**config.mk**
```make
export PLATFORM = sky130hd
export DESIGN_NAME = tanh_soft_limiter_pcm16
export DESIGN_NICKNAME = d
export VERILOG_FILES = /design/src/tsl_pkg.sv /design/src/tsl_ctrl.sv /design/src/tsl_datapath.sv /design/src/tanh_soft_limiter_pcm16.sv
export VERILOG_INCLUDE_DIRS = /design/src /design/src/src
export SDC_FILE = /design/constraint.sdc
export NUM_CORES = 2
export LEC_CHECK = 0
export ABC_AREA = 1
export BUFFER_PORTS_ARGS = -buffer_cell sky130_fd_sc_hd__buf_2
export CAP_MARGIN = 20
export CORE_MARGIN = 4
export CORE_UTILIZATION = 40
export CTS_BUF_LIST = sky130_fd_sc_hd__clkbuf_4
export CTS_CLUSTER_DIAMETER = 200
export CTS_CLUSTER_SIZE = 16
export DETAILED_ROUTE_END_ITERATION = 6
export PLACE_DENSITY = 0.64
export SYNTH_ARGS = -nofsm -noshare
export SYNTH_HDL_FRONTEND = slang
export SYNTH_SLANG_ARGS = --single-unit
```
**constraint.sdc**
```tcl
create_clock -name clk -period 10.2 [get_ports clk]
set_input_delay 2.04 -clock clk [delete_from_list [all_inputs] [get_ports clk]]
set_output_delay 2.04 -clock clk [all_outputs]
set_load 0.03 [all_outputs]
```
**src/assert_macros.svh**
```systemverilog
// Assertion macros used by the soft limiter sequencer.
// Stand-alone header; the including file supplies clock and reset names.
`ifndef ASSERT_MACROS_SVH
`define ASSERT_MACROS_SVH

// Condition must hold in the same cycle as the trigger.
`define TSL_ASSERT_NOW(name, clk, rst_n, ante, cons, msg) \
    name: assert property (@(posedge clk) disable iff (!rst_n) (ante) |-> (cons)) \
        else $error(msg);

// Condition must hold in the cycle after the trigger.
`define TSL_ASSERT_NEXT(name, clk, rst_n, ante, cons, msg) \
    name: assert property (@(posedge clk) disable iff (!rst_n) (ante) |=> (cons)) \
        else $error(msg);

`endif

```
**src/tsl_pkg.sv**
```systemverilog
// Package for the tanh soft limiter: fixed-point constants, tanh table,
// controller state and command/status types. No dependencies.
package tsl_pkg;

    localparam int SAMPLE_W  = 24;
    localparam int PCM_W     = 16;
    localparam int FRAC_BITS = 22;
    localparam int KNEE_Q16  = 55706;
    localparam int DEPTH     = 64;

    localparam longint unsigned ONE   = 64'd1 << FRAC_BITS;
    localparam longint unsigned TS    = (64'(KNEE_Q16) << FRAC_BITS) >> 16;
    localparam longint unsigned SPAN  = ONE - TS;
    localparam longint unsigned SAT_D = SPAN << 3;

    localparam int SPAN_W   = $clog2(SPAN + 1);
    localparam int SEG_BITS = 19;
    localparam int U_W      = 19;
    localparam int DIV_K    = U_W + SPAN_W;
    localparam longint unsigned DIV_M = (64'd1 << DIV_K) / SPAN;
    localparam int DIV_M_W  = $clog2(DIV_M + 1);
    localparam int DIV_SH   = DIV_K - 16;

    localparam int TAB_W  = 31;
    localparam int Y_W    = 31;
    localparam int IDX_W  = $clog2(DEPTH + 1);
    localparam int SEG_W  = $clog2(DEPTH);
    localparam longint unsigned Q30_ONE  = 64'd1 << 30;
    localparam longint unsigned Q30_HALF = 64'd1 << 29;

    // Step of 2z between table points, 16/DEPTH in Q30.
    localparam longint unsigned TANH_X = (64'd16 << 30) / DEPTH;

    localparam int PCM_SCALE    = 32767;
    localparam int PCM_POS_MAX  = 32767;
    localparam int PCM_NEG_MAG  = 32768;

    typedef logic [TAB_W-1:0] tanh_tab_t [0:DEPTH];

    // Exact truncating quotient of two elaboration-time constants, by shift and
    // subtract. The divisor stays below 2^63.
    function automatic longint unsigned const_div(longint unsigned num,
                                                  longint unsigned den);
        longint unsigned q;
        longint unsigned rm;
        int              i;
        q  = '0;
        rm = '0;
        for (i = 63; i >= 0; i--)
        begin
            rm = {rm[62:0], num[i]};
            if (rm >= den)
            begin
                rm   = rm - den;
                q[i] = 1'b1;
            end
        end
        return q;
    endfunction

    // Table of tanh at DEPTH+1 evenly spaced points over [0, 8], Q30.
    // tanh(z) = (1 - e^-2z) / (1 + e^-2z), with e^-2z built from a per-step
    // factor raised by square-and-multiply.
    function automatic tanh_tab_t build_tanh_table();
        tanh_tab_t       t;
        longint unsigned x;
        longint unsigned e;
        longint unsigned term;
        longint unsigned n;
        longint unsigned d;
        longint unsigned r;
        longint unsigned base;
        longint unsigned kk;
        int              k;
        int              b;
        x    = TANH_X;
        e    = Q30_ONE;
        term = Q30_ONE;
        for (n = 1; n < 40 && term != 0; n++)
        begin
            term = const_div((term * x) >> 30, n);
            e    = e + term;
        end
        d = const_div((64'd1 << 60) + (e >> 1), e);
        for (k = 0; k <= DEPTH; k++)
        begin
            r    = Q30_ONE;
            base = d;
            kk   = 64'(k);
            for (b = 0; b < 11; b++)
            begin
                if (kk[0])
                begin
                    r = (r * base + Q30_HALF) >> 30;
                end
                base = (base * base + Q30_HALF) >> 30;
                kk   = kk >> 1;
            end
            t[k] = TAB_W'(const_div(((Q30_ONE - r) << 30) + ((Q30_ONE + r) >> 1),
                                    Q30_ONE + r));
        end
        return t;
    endfunction

    localparam tanh_tab_t TANH_TABLE = build_tanh_table();

    typedef enum logic [3:0] {
        ST_IDLE,
        ST_DIV_MUL,
        ST_DIV_BACK,
        ST_DIV_FIX,
        ST_INTERP_MUL,
        ST_INTERP_ADD,
        ST_SCALE_MUL,
        ST_PCM_MUL,
        ST_LOAD
    } tsl_state_t;

    typedef struct packed {
        logic capture;
        logic div_mul;
        logic div_back;
        logic div_fix;
        logic interp_mul;
        logic interp_add;
        logic scale_mul;
        logic pcm_mul;
        logic load;
    } tsl_cmd_t;

    typedef struct packed {
        logic in_limited;
        logic out_busy;
    } tsl_status_t;

endpackage

```
**src/tsl_ctrl.sv**
```systemverilog
// Sequencer for the soft limiter: steps one sample through the datapath.
// Depends on tsl_pkg and assert_macros.svh.
`include "assert_macros.svh"

module tsl_ctrl (
    input  logic                 clk,
    input  logic                 rst_n,
    input  logic                 sample_valid,
    output logic                 sample_ready,
    input  tsl_pkg::tsl_status_t status,
    output tsl_pkg::tsl_cmd_t    cmd
);

    tsl_pkg::tsl_state_t state_reg;
    tsl_pkg::tsl_state_t state_next;

    always_ff @(posedge clk or negedge rst_n)
    begin
        if (!rst_n)
        begin
            state_reg <= tsl_pkg::ST_IDLE;
        end
        else
        begin
            state_reg <= state_next;
        end
    end

    always_comb
    begin
        state_next   = state_reg;
        cmd          = '0;
        sample_ready = 1'b0;
        unique case (state_reg)
            tsl_pkg::ST_IDLE:
            begin
                sample_ready = 1'b1;
                if (sample_valid)
                begin
                    cmd.capture = 1'b1;
                    // Samples at or below the knee skip the tanh path.
                    state_next  = status.in_limited ? tsl_pkg::ST_DIV_MUL
                                                    : tsl_pkg::ST_PCM_MUL;
                end
            end
            tsl_pkg::ST_DIV_MUL:
            begin
                cmd.div_mul = 1'b1;
                state_next  = tsl_pkg::ST_DIV_BACK;
            end
            tsl_pkg::ST_DIV_BACK:
            begin
                cmd.div_back = 1'b1;
                state_next   = tsl_pkg::ST_DIV_FIX;
            end
            tsl_pkg::ST_DIV_FIX:
            begin
                cmd.div_fix = 1'b1;
                state_next  = tsl_pkg::ST_INTERP_MUL;
            end
            tsl_pkg::ST_INTERP_MUL:
            begin
                cmd.interp_mul = 1'b1;
                state_next     = tsl_pkg::ST_INTERP_ADD;
            end
            tsl_pkg::ST_INTERP_ADD:
            begin
                cmd.interp_add = 1'b1;
                state_next     = tsl_pkg::ST_SCALE_MUL;
            end
            tsl_pkg::ST_SCALE_MUL:
            begin
                cmd.scale_mul = 1'b1;
                state_next    = tsl_pkg::ST_PCM_MUL;
            end
            tsl_pkg::ST_PCM_MUL:
            begin
                cmd.pcm_mul = 1'b1;
                state_next  = tsl_pkg::ST_LOAD;
            end
            tsl_pkg::ST_LOAD:
            begin
                // Hold until the output register is free or being emptied.
                if (!status.out_busy)
                begin
                    cmd.load   = 1'b1;
                    state_next = tsl_pkg::ST_IDLE;
                end
            end
            default:
            begin
                state_next = tsl_pkg::ST_IDLE;
            end
        endcase
    end

    `TSL_ASSERT_NEXT(a_one_item, clk, rst_n, sample_valid && sample_ready, !sample_ready, "second sample taken while one is in flight")
    `TSL_ASSERT_NOW(a_load_free, clk, rst_n, cmd.load, !status.out_busy, "result loaded over an untaken result")
    `TSL_ASSERT_NOW(a_cmd_onehot, clk, rst_n, 1'b1, $onehot0({cmd.capture, cmd.div_mul, cmd.div_back, cmd.div_fix, cmd.interp_mul, cmd.interp_add, cmd.scale_mul, cmd.pcm_mul, cmd.load}), "more than one datapath step at once")

endmodule

```
**src/tsl_datapath.sv**
```systemverilog
// Datapath of the soft limiter: knee test, constant division, tanh table
// interpolation, PCM scaling and rounding, take statistics, output register.
// Depends on tsl_pkg.
module tsl_datapath (
    input  logic                               clk,
    input  logic                               rst_n,
    input  tsl_pkg::tsl_cmd_t                  cmd,
    output tsl_pkg::tsl_status_t               status,
    input  logic signed [tsl_pkg::SAMPLE_W-1:0] sample,
    input  logic                               last_of_take,
    output logic                               result_valid,
    input  logic                               result_ready,
    output logic signed [tsl_pkg::PCM_W-1:0]    pcm,
    output logic                               limited_now,
    output logic [tsl_pkg::SAMPLE_W-1:0]        peak_so_far,
    output logic                               limited_so_far,
    output logic                               take_done
);

    localparam int MAG_W   = tsl_pkg::SAMPLE_W;
    localparam int X_W     = MAG_W + 16;
    localparam int P1_W    = MAG_W + tsl_pkg::DIV_M_W;
    localparam int POS_W   = tsl_pkg::U_W + tsl_pkg::SEG_W;
    localparam int IP_W    = tsl_pkg::TAB_W + tsl_pkg::SEG_BITS;
    localparam int S_W     = tsl_pkg::SPAN_W + tsl_pkg::Y_W;
    localparam int PROD_W  = MAG_W + 15;
    localparam int Q_W     = PROD_W - tsl_pkg::FRAC_BITS;
    localparam int QR_W    = Q_W + 1;

    // Capture of the input sample.
    logic                              neg_in;
    logic [MAG_W-1:0]                  mag_in;
    logic [MAG_W-1:0]                  d_in;
    logic                              neg_reg;
    logic [MAG_W-1:0]                  mag_reg;
    logic [MAG_W-1:0]                  d_reg;
    logic                              sat_reg;
    logic                              limited_reg;
    logic                              last_reg;

    // Division of the overshoot by the span, by reciprocal and correction.
    logic [P1_W-1:0]                   p1_reg;
    logic [tsl_pkg::U_W-1:0]           q0_reg;
    logic [X_W-1:0]                    qd_reg;
    logic [X_W-1:0]                    rem_x;
    logic [tsl_pkg::U_W-1:0]           u_reg;

    // Table interpolation.
    logic [POS_W-1:0]                  pos;
    logic [tsl_pkg::SEG_BITS-1:0]      frac;
    logic [tsl_pkg::IDX_W-1:0]         idx_a;
    logic [tsl_pkg::IDX_W-1:0]         idx_b;
    logic [tsl_pkg::TAB_W-1:0]         ta;
    logic [tsl_pkg::TAB_W-1:0]         tb;
    logic [tsl_pkg::TAB_W-1:0]         dabs;
    logic [tsl_pkg::TAB_W-1:0]         a_reg;
    logic                              up_reg;
    logic [IP_W-1:0]                   iprod_reg;
    logic [IP_W:0]                     iround;
    logic [tsl_pkg::TAB_W-1:0]         adj;
    logic [tsl_pkg::Y_W-1:0]           y_reg;
    logic [S_W-1:0]                    s_reg;
    logic [S_W:0]                      srnd;

    // PCM scaling and rounding.
    logic [MAG_W-1:0]                  outmag;
    logic [PROD_W-1:0]                 pprod_reg;
    logic [Q_W-1:0]                    q_trunc;
    logic [tsl_pkg::FRAC_BITS-1:0]     q_rem;
    logic                              q_inc;
    logic [QR_W-1:0]                   q_rnd;
    logic [QR_W-1:0]                   q_clamp;
    logic [tsl_pkg::PCM_W-1:0]         pcm_val;

    // Take statistics and output register.
    logic [MAG_W-1:0]                  peak_reg;
    logic                              engaged_reg;
    logic [MAG_W-1:0]                  peak_now;
    logic                              engaged_now;
    logic                              result_valid_reg;
    logic signed [tsl_pkg::PCM_W-1:0]  pcm_reg;
    logic                              limited_now_reg;
    logic [MAG_W-1:0]                  peak_out_reg;
    logic                              engaged_out_reg;
    logic                              take_done_reg;

    assign neg_in = sample[MAG_W-1];
    // Two's complement negation in the same width; the most negative input
    // yields 2^23, which fits as unsigned.
    assign mag_in = neg_in ? (~sample + 1'b1) : sample;
    assign d_in   = mag_in - MAG_W'(tsl_pkg::TS);

    assign status.in_limited = (64'(mag_in) > tsl_pkg::TS);
    assign status.out_busy   = result_valid_reg && !result_ready;

    always_ff @(posedge clk)
    begin
        if (cmd.capture)
        begin
            neg_reg     <= neg_in;
            mag_reg     <= mag_in;
            d_reg       <= d_in;
            sat_reg     <= (64'(d_in) >= tsl_pkg::SAT_D);
            limited_reg <= status.in_limited;
            last_reg    <= last_of_take;
        end
    end

    // Quotient estimate is low by at most one; the remainder check fixes it.
    always_ff @(posedge clk)
    begin
        if (cmd.div_mul)
        begin
            p1_reg <= P1_W'(d_reg) * P1_W'(tsl_pkg::DIV_M);
        end
        if (cmd.div_back)
        begin
            q0_reg <= p1_reg[tsl_pkg::DIV_SH +: tsl_pkg::U_W];
            qd_reg <= X_W'(p1_reg[tsl_pkg::DIV_SH +: tsl_pkg::U_W]) * X_W'(tsl_pkg::SPAN);
        end
        if (cmd.div_fix)
        begin
            u_reg <= (rem_x >= X_W'(tsl_pkg::SPAN)) ? q0_reg + 1'b1 : q0_reg;
        end
    end

    assign rem_x = {d_reg, 16'd0} - qd_reg;

    assign pos   = POS_W'(u_reg) * POS_W'(tsl_pkg::DEPTH);
    assign frac  = pos[tsl_pkg::SEG_BITS-1:0];
    assign idx_a = tsl_pkg::IDX_W'(pos[POS_W-1:tsl_pkg::SEG_BITS]);
    assign idx_b = idx_a + 1'b1;
    assign ta    = tsl_pkg::TANH_TABLE[idx_a];
    assign tb    = tsl_pkg::TANH_TABLE[idx_b];
    assign dabs  = (tb >= ta) ? (tb - ta) : (ta - tb);

    assign iround = {1'b0, iprod_reg} + (IP_W + 1)'(1 << (tsl_pkg::SEG_BITS - 1));
    assign adj    = iround[tsl_pkg::SEG_BITS +: tsl_pkg::TAB_W];

    always_ff @(posedge clk)
    begin
        if (cmd.interp_mul)
        begin
            a_reg     <= ta;
            up_reg    <= (tb >= ta);
            iprod_reg <= IP_W'(dabs) * IP_W'(frac);
        end
        if (cmd.interp_add)
        begin
            // Beyond the table range tanh is taken as exactly one.
            if (sat_reg)
            begin
                y_reg <= tsl_pkg::Y_W'(tsl_pkg::Q30_ONE);
            end
            else if (up_reg)
            begin
                y_reg <= a_reg + adj;
            end
            else
            begin
                y_reg <= a_reg - adj;
            end
        end
        if (cmd.scale_mul)
        begin
            s_reg <= S_W'(tsl_pkg::SPAN) * S_W'(y_reg);
        end
        if (cmd.pcm_mul)
        begin
            pprod_reg <= PROD_W'(outmag) * PROD_W'(tsl_pkg::PCM_SCALE);
        end
    end

    assign srnd   = {1'b0, s_reg} + (S_W + 1)'(tsl_pkg::Q30_HALF);
    assign outmag = limited_reg ? (MAG_W'(tsl_pkg::TS) + MAG_W'(srnd >> 30)) : mag_reg;

    // Round half to even, then clamp with the sign applied.
    assign q_trunc = pprod_reg[PROD_W-1:tsl_pkg::FRAC_BITS];
    assign q_rem   = pprod_reg[tsl_pkg::FRAC_BITS-1:0];
    assign q_inc   = (q_rem > tsl_pkg::FRAC_BITS'(1 << (tsl_pkg::FRAC_BITS - 1)))
                  || ((q_rem == tsl_pkg::FRAC_BITS'(1 << (tsl_pkg::FRAC_BITS - 1)))
                      && q_trunc[0]);
    assign q_rnd   = {1'b0, q_trunc} + QR_W'(q_inc);

    always_comb
    begin
        if (neg_reg && (q_rnd != '0))
        begin
            q_clamp = (q_rnd > QR_W'(tsl_pkg::PCM_NEG_MAG)) ? QR_W'(tsl_pkg::PCM_NEG_MAG)
                                                           : q_rnd;
            pcm_val = tsl_pkg::PCM_W'(QR_W'(1 << tsl_pkg::PCM_W) - q_clamp);
        end
        else
        begin
            q_clamp = (q_rnd > QR_W'(tsl_pkg::PCM_POS_MAX)) ? QR_W'(tsl_pkg::PCM_POS_MAX)
                                                           : q_rnd;
            pcm_val = q_clamp[tsl_pkg::PCM_W-1:0];
        end
    end

    assign peak_now    = (mag_reg > peak_reg) ? mag_reg : peak_reg;
    assign engaged_now = engaged_reg | limited_reg;

    // The statistics include the current sample and clear after the last one.
    always_ff @(posedge clk or negedge rst_n)
    begin
        if (!rst_n)
        begin
            peak_reg         <= '0;
            engaged_reg      <= 1'b0;
            result_valid_reg <= 1'b0;
        end
        else
        begin
            if (cmd.load)
            begin
                peak_reg    <= last_reg ? '0 : peak_now;
                engaged_reg <= last_reg ? 1'b0 : engaged_now;
            end
            if (cmd.load)
            begin
                result_valid_reg <= 1'b1;
            end
            else if (result_ready)
            begin
                result_valid_reg <= 1'b0;
            end
        end
    end

    always_ff @(posedge clk)
    begin
        if (cmd.load)
        begin
            pcm_reg         <= pcm_val;
            limited_now_reg <= limited_reg;
            peak_out_reg    <= peak_now;
            engaged_out_reg <= engaged_now;
            take_done_reg   <= last_reg;
        end
    end

    assign result_valid   = result_valid_reg;
    assign pcm            = pcm_reg;
    assign limited_now    = limited_now_reg;
    assign peak_so_far    = peak_out_reg;
    assign limited_so_far = engaged_out_reg;
    assign take_done      = take_done_reg;

endmodule

```
**src/tanh_soft_limiter_pcm16.sv**
```systemverilog
// Tanh soft-knee limiter, Q1.22 samples in, 16-bit PCM out.
// Above the knee a sample steps through division, interpolation, scaling and the PCM
// multiply before the output load, at or below it through the PCM multiply alone; one
// sample is in flight at a time, as the multiply steps share the single datapath.
// Reset (rst_n, asynchronous) clears the sequencer, the output valid, the peak and the
// engaged flag; no clearing pass is needed.
module tanh_soft_limiter_pcm16 (
    input  logic                               clk,
    input  logic                               rst_n,
    input  logic                               sample_valid,
    output logic                               sample_ready,
    input  logic signed [tsl_pkg::SAMPLE_W-1:0] sample,
    input  logic                               last_of_take,
    output logic                               result_valid,
    input  logic                               result_ready,
    output logic signed [tsl_pkg::PCM_W-1:0]    pcm,
    output logic                               limited_now,
    output logic [tsl_pkg::SAMPLE_W-1:0]        peak_so_far,
    output logic                               limited_so_far,
    output logic                               take_done
);

    tsl_pkg::tsl_cmd_t    cmd;
    tsl_pkg::tsl_status_t status;

    tsl_ctrl u_ctrl (
        .clk          (clk),
        .rst_n        (rst_n),
        .sample_valid (sample_valid),
        .sample_ready (sample_ready),
        .status       (status),
        .cmd          (cmd)
    );

    tsl_datapath u_datapath (
        .clk            (clk),
        .rst_n          (rst_n),
        .cmd            (cmd),
        .status         (status),
        .sample         (sample),
        .last_of_take   (last_of_take),
        .result_valid   (result_valid),
        .result_ready   (result_ready),
        .pcm            (pcm),
        .limited_now    (limited_now),
        .peak_so_far    (peak_so_far),
        .limited_so_far (limited_so_far),
        .take_done      (take_done)
    );

endmodule
```
# Word level (Yosys, flattened, before mapping)
# Memory sizes are Yosys's and may differ from the RTL's.
# Cells that the tools add are included.
# totals
register_bits,424
mem_bits_ro,7936
inputBits,29
out_inout_bits,45
wordCells,113
n_memories,2
# classes
addsub,14
multipliers,5
magnitude_cmp,10
n_eq_ne,11
mux,33
bitwise,4
reduce_logical,9
# memory_table
memory,words,word_bits,read_ports,rd_clocked_by_memory_dff,wr,line_no,text
(no name shown),128,31,1,0,0,tsl_datapath.sv:134,assign tb = tsl_pkg::TANH_TABLE[idx_b];
(no name shown),128,31,1,0,0,tsl_datapath.sv:133,assign ta = tsl_pkg::TANH_TABLE[idx_a];
# ops
cell,n
$mux 31,6
$mux 24,4
$sub 31x31->31,3
$add 51x30->52 const B,1
$add 50x19->50 const B,1
$mux 16,3
$mul 13x31->44 const A,1
$mul 31x13->44,1
$ge 40x20->1 const B,1
$sub 40x39->40,1
$mul 24x15->39 const B,1
$mul 24x17->39 const B,1
$pmux 4 s9,1
$mul 19x13->32 const B,1
$add 31x31->31,1
$ge 31x31->1,1
$add 24x1->24 const B,1
$ge 24x23->1 const B,1
$gt 24x22->1 const B,1
$gt 24x24->1,1
$not 24->24,1
$sub 24x22->24 const B,1
$add 22x22->23 const A,1
$eq 22x22->1 const B,1
27 further kinds,50

# Logic depth before layout (Yosys ltp)
# logic_depth
ltp_word,8
depth_mapped,53
depth_no_buf,49

# Cells and area by module
# Synthesis repeated with hierarchy kept, for this count alone.
# unflattened
cells_unflattened,8173
hier_area_um2,66292.3
# by_module_without_submodules
mod,instances,cells_each,area_per_inst_um2,seq_area_each_um2
tsl_datapath,1,8127,65988.3,10590.2
tsl_ctrl,1,46,304.0,100.1

# Least setup slack after synthesis
# No wires, ideal clock.
# synth_timing
kind,register to register
startpoint,register u_datapath.u_reg[14] in the netlist's numbering
endpoint,"register u_datapath.iprod_reg[39], data pin"
setup_time_ns,0.259
arrival_ns,8.769
required_time_ns,9.941
path_slack_ns,1.172
path_stages_with_launch,42
n_path_buf,2
period_less_slack_ns,9.028
path_cell_list,edfxtp_1 > ha_1 > inv_1 > ha_1 > clkbuf_1 > inv_1 > clkbuf_1 > nor2_1 > o21bai_1 > o211ai_1 > o21ai_0 > o21ai_0 > inv_1 > ha_1 > nand2_1 > nor2_1 > a211oi_2 > o21ai_1 > [... 6 more ...] > inv_1 > fa_1 > inv_1 > fa_1 > fa_1 > inv_1 > fa_1 > inv_1 > ha_1 > a21oi_1 > inv_1 > a31oi_1 > o21ai_0 > a221oi_1 > nand2_1 > nand3_1 > nand2_1 > xor2_1
# synth_between
elab_chain_cells,8
word_cells_on_any_way,14
cone_classes,add/sub (3); mul (1); order compare (1); mux (5); bitwise (2); memory (2)
# synth_rtl
element,line_no,text
"start, declared",tsl_datapath.sv:46,logic [tsl_pkg::U_W-1:0] u_reg;
"start signal, assigned",tsl_datapath.sv:123,u_reg <= (rem_x >= X_W'(tsl_pkg::SPAN)) ? q0_reg + 1'b1 : q0_reg;
$add 6x1->7,tsl_datapath.sv:132,assign idx_b = idx_a + 1'b1;
$not 7->8 (not written as such),tsl_datapath.sv:134,
$mem_v2 128x31,--,
$mux 31 (not written as such) (2 in a row),tsl_datapath.sv:134,
$sub 31x31->31 or $ge 31x31->1 (tied branches),tsl_datapath.sv:135,assign dabs = (tb >= ta) ? (tb - ta) : (ta - tb);
$mux 31 (*),tsl_datapath.sv:135,
$mul 31x13->44 (*),tsl_datapath.sv:146,iprod_reg <= IP_W'(dabs) * IP_W'(frac);
"end signal, assigned",tsl_datapath.sv:146,
"end, declared",tsl_datapath.sv:58,logic [IP_W-1:0] iprod_reg;
# Mark *: on every way between the ends. The rest lies on a longest branch, timed or not. The select of a mux whose other input is x is not followed.
# A chain may end at the register's enable or synchronous reset.

# Final worst setup path
# layout_timing
startpoint,register u_datapath.u_reg[13] in the netlist's numbering
endpoint,"register u_datapath.iprod_reg[47], data pin"
# The elaborated chain is that of the path after synthesis.

==> flow_summary_export.csv <==
group,metric,value,unit
status,outcome,"finished clean",
finish,nets,10300,
job,drv_cap,0,
synthesis,ys.flop_type,"edfxtp_1",
clocking,cts_tree,"built",
synthesis,synth_edf_count,331,
sta,worst_slew_pin_slew,1.11,ns
route,totalWireLength,204,mm
worst_hold_path,worstHoldPathCells,2,
worst_setup_path,critPathBufInv,10,
worst_setup_path,r2r_slack,0.41,ns
grt,grt_pass1_vias,57400,
floorplanning,coreArea,165000,µm²
worst_setup_path,max_stage_delay,0.53,ns
synthesis,yosysTopAreaCell,"fa_1",
placement,port_buffers,73,
floorplanning,die_y,416,µm
floorplanning,die_x,416,µm
grt,grt_pass1_wl,324,mm
floorplanning,initial_core_util,0.403,
grt,grt_start_max_net_pins,69,
floorplanning,core.rowCount,149,
synthesis,netlist_top_cells_area,"fa_1 (27%), edfxtp_1 (15%), ha_1 (14%)",
sta,hold_slack,0.503,ns
worst_hold_path,hp-class,"reg2reg",
finish,area_growth,9.17,%
grt,antenna_found_initial,18,
clocking,path_clk_slew,0.20,ns
synthesis,netlist_area,66500,µm²
worst_setup_path,reg2reg_to,"u_datapath.iprod_reg[47]",
worst_setup_path,cp.required,10.84,ns
worst_setup_path,cpMostUsedCell,"inv_1",
clocking,cts_root_buf,"clkbuf_4",
synthesis,yosys.area.top_type_share,0.267,
floorplanning,die_area,173000,µm²
clocking,htreeDepth,1,
synthesis,ys_ff_latch,361,
worst_setup_path,cpMaxStageDelayCell,"edfxtp_1",
sta,fin_crit,9.79,ns
route,drt_iter0_markers,4236,
route,via_count,55900,
worst_setup_path,worstSetupEndpointType,"register",
route,vias_per_cell,5.16,
synthesis,synth-seq-area-share,0.161,
synthesis,synth_async_sr_flop_share,0.0831,
grt,overflow,0,
sta,finalMaxSlewViolations,0,
synthesis,yosysMostFrequentCell,"inv_1",
sta,fmax,102,MHz
finish,drive_gt1_frac,0.0835,
sta,skew,0.115,ns
route,routedWlPerCell,18.8,µm
synthesis,avgSynthCellArea,8.04,µm²
worst_setup_path,rr_worst_depth,39,
synthesis,syn_inst,8271,
sta,setup_violations,0,
clocking,cts_buffers,26,
worst_setup_path,crit_type,"reg2reg",
grt,grt_usage,0.235,
worst_setup_path,startpoint_type,"register",
placement,gp_congestion,1.00,
route,drt-pass1-iter-count,6,
route,ant_nets,0,
worst_setup_path,r2r-start,"u_datapath.u_reg[13]",
sta,slew_headroom,0.257,
synthesis,yosys_warnings,0,
worst_setup_path,crit_family,"adder cells",
sta,fin_setup_tns,0,ns
synthesis,synth_common_cells,"inv_1 (2018), nand2_1 (1338), fa_1 (887)",
finish,fill_cells,16600,
worst_setup_path,path_max_fanout,12,
worst_setup_path,cp.arrival,10.43,ns
clocking,tritoncts_num_sinks,361,
clocking,hold_buffers,0,
finish,largest_reg_flops,39,
route,drc_errors,0,
synthesis,synth.distinct_cells,78,
worst_hold_path,hp-start,"u_datapath.peak_reg[3]",
clocking,cts.path.max_buffers,3,
worst_hold_path,min_to,"u_datapath.peak_reg[3]",
synthesis,syn-num-nets,9914,
placement,dp_hpwl,175,mm
sta,hold_violations,0,
floorplanning,ioPinCount,74,
clocking,clock_latency,0.95,ns
sta,fin_crit_sh,0.960,
## stage by stage
step | util | instances | setup slack [ns] | cell area [µm²]
6_report | 0.440 | 10800 | 0.408 | 72600
5_1_grt | 0.440 | 10800 | -0.00561 | 72600
4_1_cts | 0.438 | 10800 | 0.115 | 72200
3_5_place_dp | 0.435 | 10800 | -0.137 | 71800
3_3_place_gp | 0.435 | 10800 | -0.733 | 71800
2_1_floorplan | - | 8271 | 1.17 | 66500
## logic make-up (layout without fill, tap and decap cells)
| group | count (synthesis) | count (layout) | share of synthesized area |
|---|---|---|---|
| flops | 361 | 361 | 0.161 |
| simple gates | 2586 | 2586 | 0.163 |
| buf+inv | 2191 | 2547 | 0.125 |
| compound gates | 1187 | 1187 | 0.102 |
| other cells | 0 | 17 | 0 |
| xor+xnor | 328 | 328 | 0.0449 |
| mux | 4 | 4 | 0.000602 |
| fa+ha+maj | 1614 | 1614 | 0.404 |
## metal layers
layer  wire length (µm)  GRT usage  up-vias
met4               8920     0.0851        0
met2              94200      0.390     1776
met1              89400      0.322    27100
met5                  0          0        -
li1                   -          -    26600
met3              11100     0.0212      383
## placed cells by master, fill, tap and decap left out, drive strengths merged, types with 94 or more instances in the layout
cell type,netlist,routed
inv,2045,2044
nand2,1356,1356
fa,887,887
nor2,765,765
ha,727,727
a21oi,470,470
buf,34,444
o21ai,429,429
edfxtp,331,331
xor2,228,228
nand3,205,205
nor3,105,105
xnor2,100,100
nand4,94,94
## worst min-delay path, stage by stage (launching register included)
cell and delay (ns):
dfrtp_1 0.38, nand2_1 0.05, o21ai_0 0.05
## cell type report
type / instances / area, µm² / share of cell area
tap: 2189 / 2740 / 0.0377
inverter: 2055 / 7720 / 0.106
clock inverter: 3 / 41.3 / 0.000569
timing repair buffer: 444 / 3230 / 0.0446
sequential: 361 / 10700 / 0.147
antenna: 17 / 42.5 / 0.000586
multi-input combinational: 5719 / 47800 / 0.658
clock buffer: 45 / 338 / 0.00466
## how the worst max path moves through the flow
stage	start	to	slack (ns)	cells after the start
floorplan	u_datapath.u_reg[14]	u_datapath.iprod_reg[39]	1.17	41
CTS	u_datapath.u_reg[13]	u_datapath.iprod_reg[45]	0.11	38
global route	u_datapath.u_reg[14]	u_datapath.iprod_reg[39]	-0.006	44
global placement	u_datapath.u_reg[13]	u_datapath.iprod_reg[49]	-0.73	40
detailed placement	u_datapath.u_reg[13]	u_datapath.iprod_reg[45]	-0.14	38
finish	u_datapath.u_reg[13]	u_datapath.iprod_reg[47]	0.41	39
## what timing repair did
item / CTS / global route
pin swaps: 0 / 13
endpoints found under the setup margin: 26 / 30
resized for setup: 5 / 86
hold endpoints to repair: 0 / 0
buffers inserted: 0 / 9
Power is not shown: default switching activity piles up to over one toggle a cycle in this logic, so the estimate is an artifact.
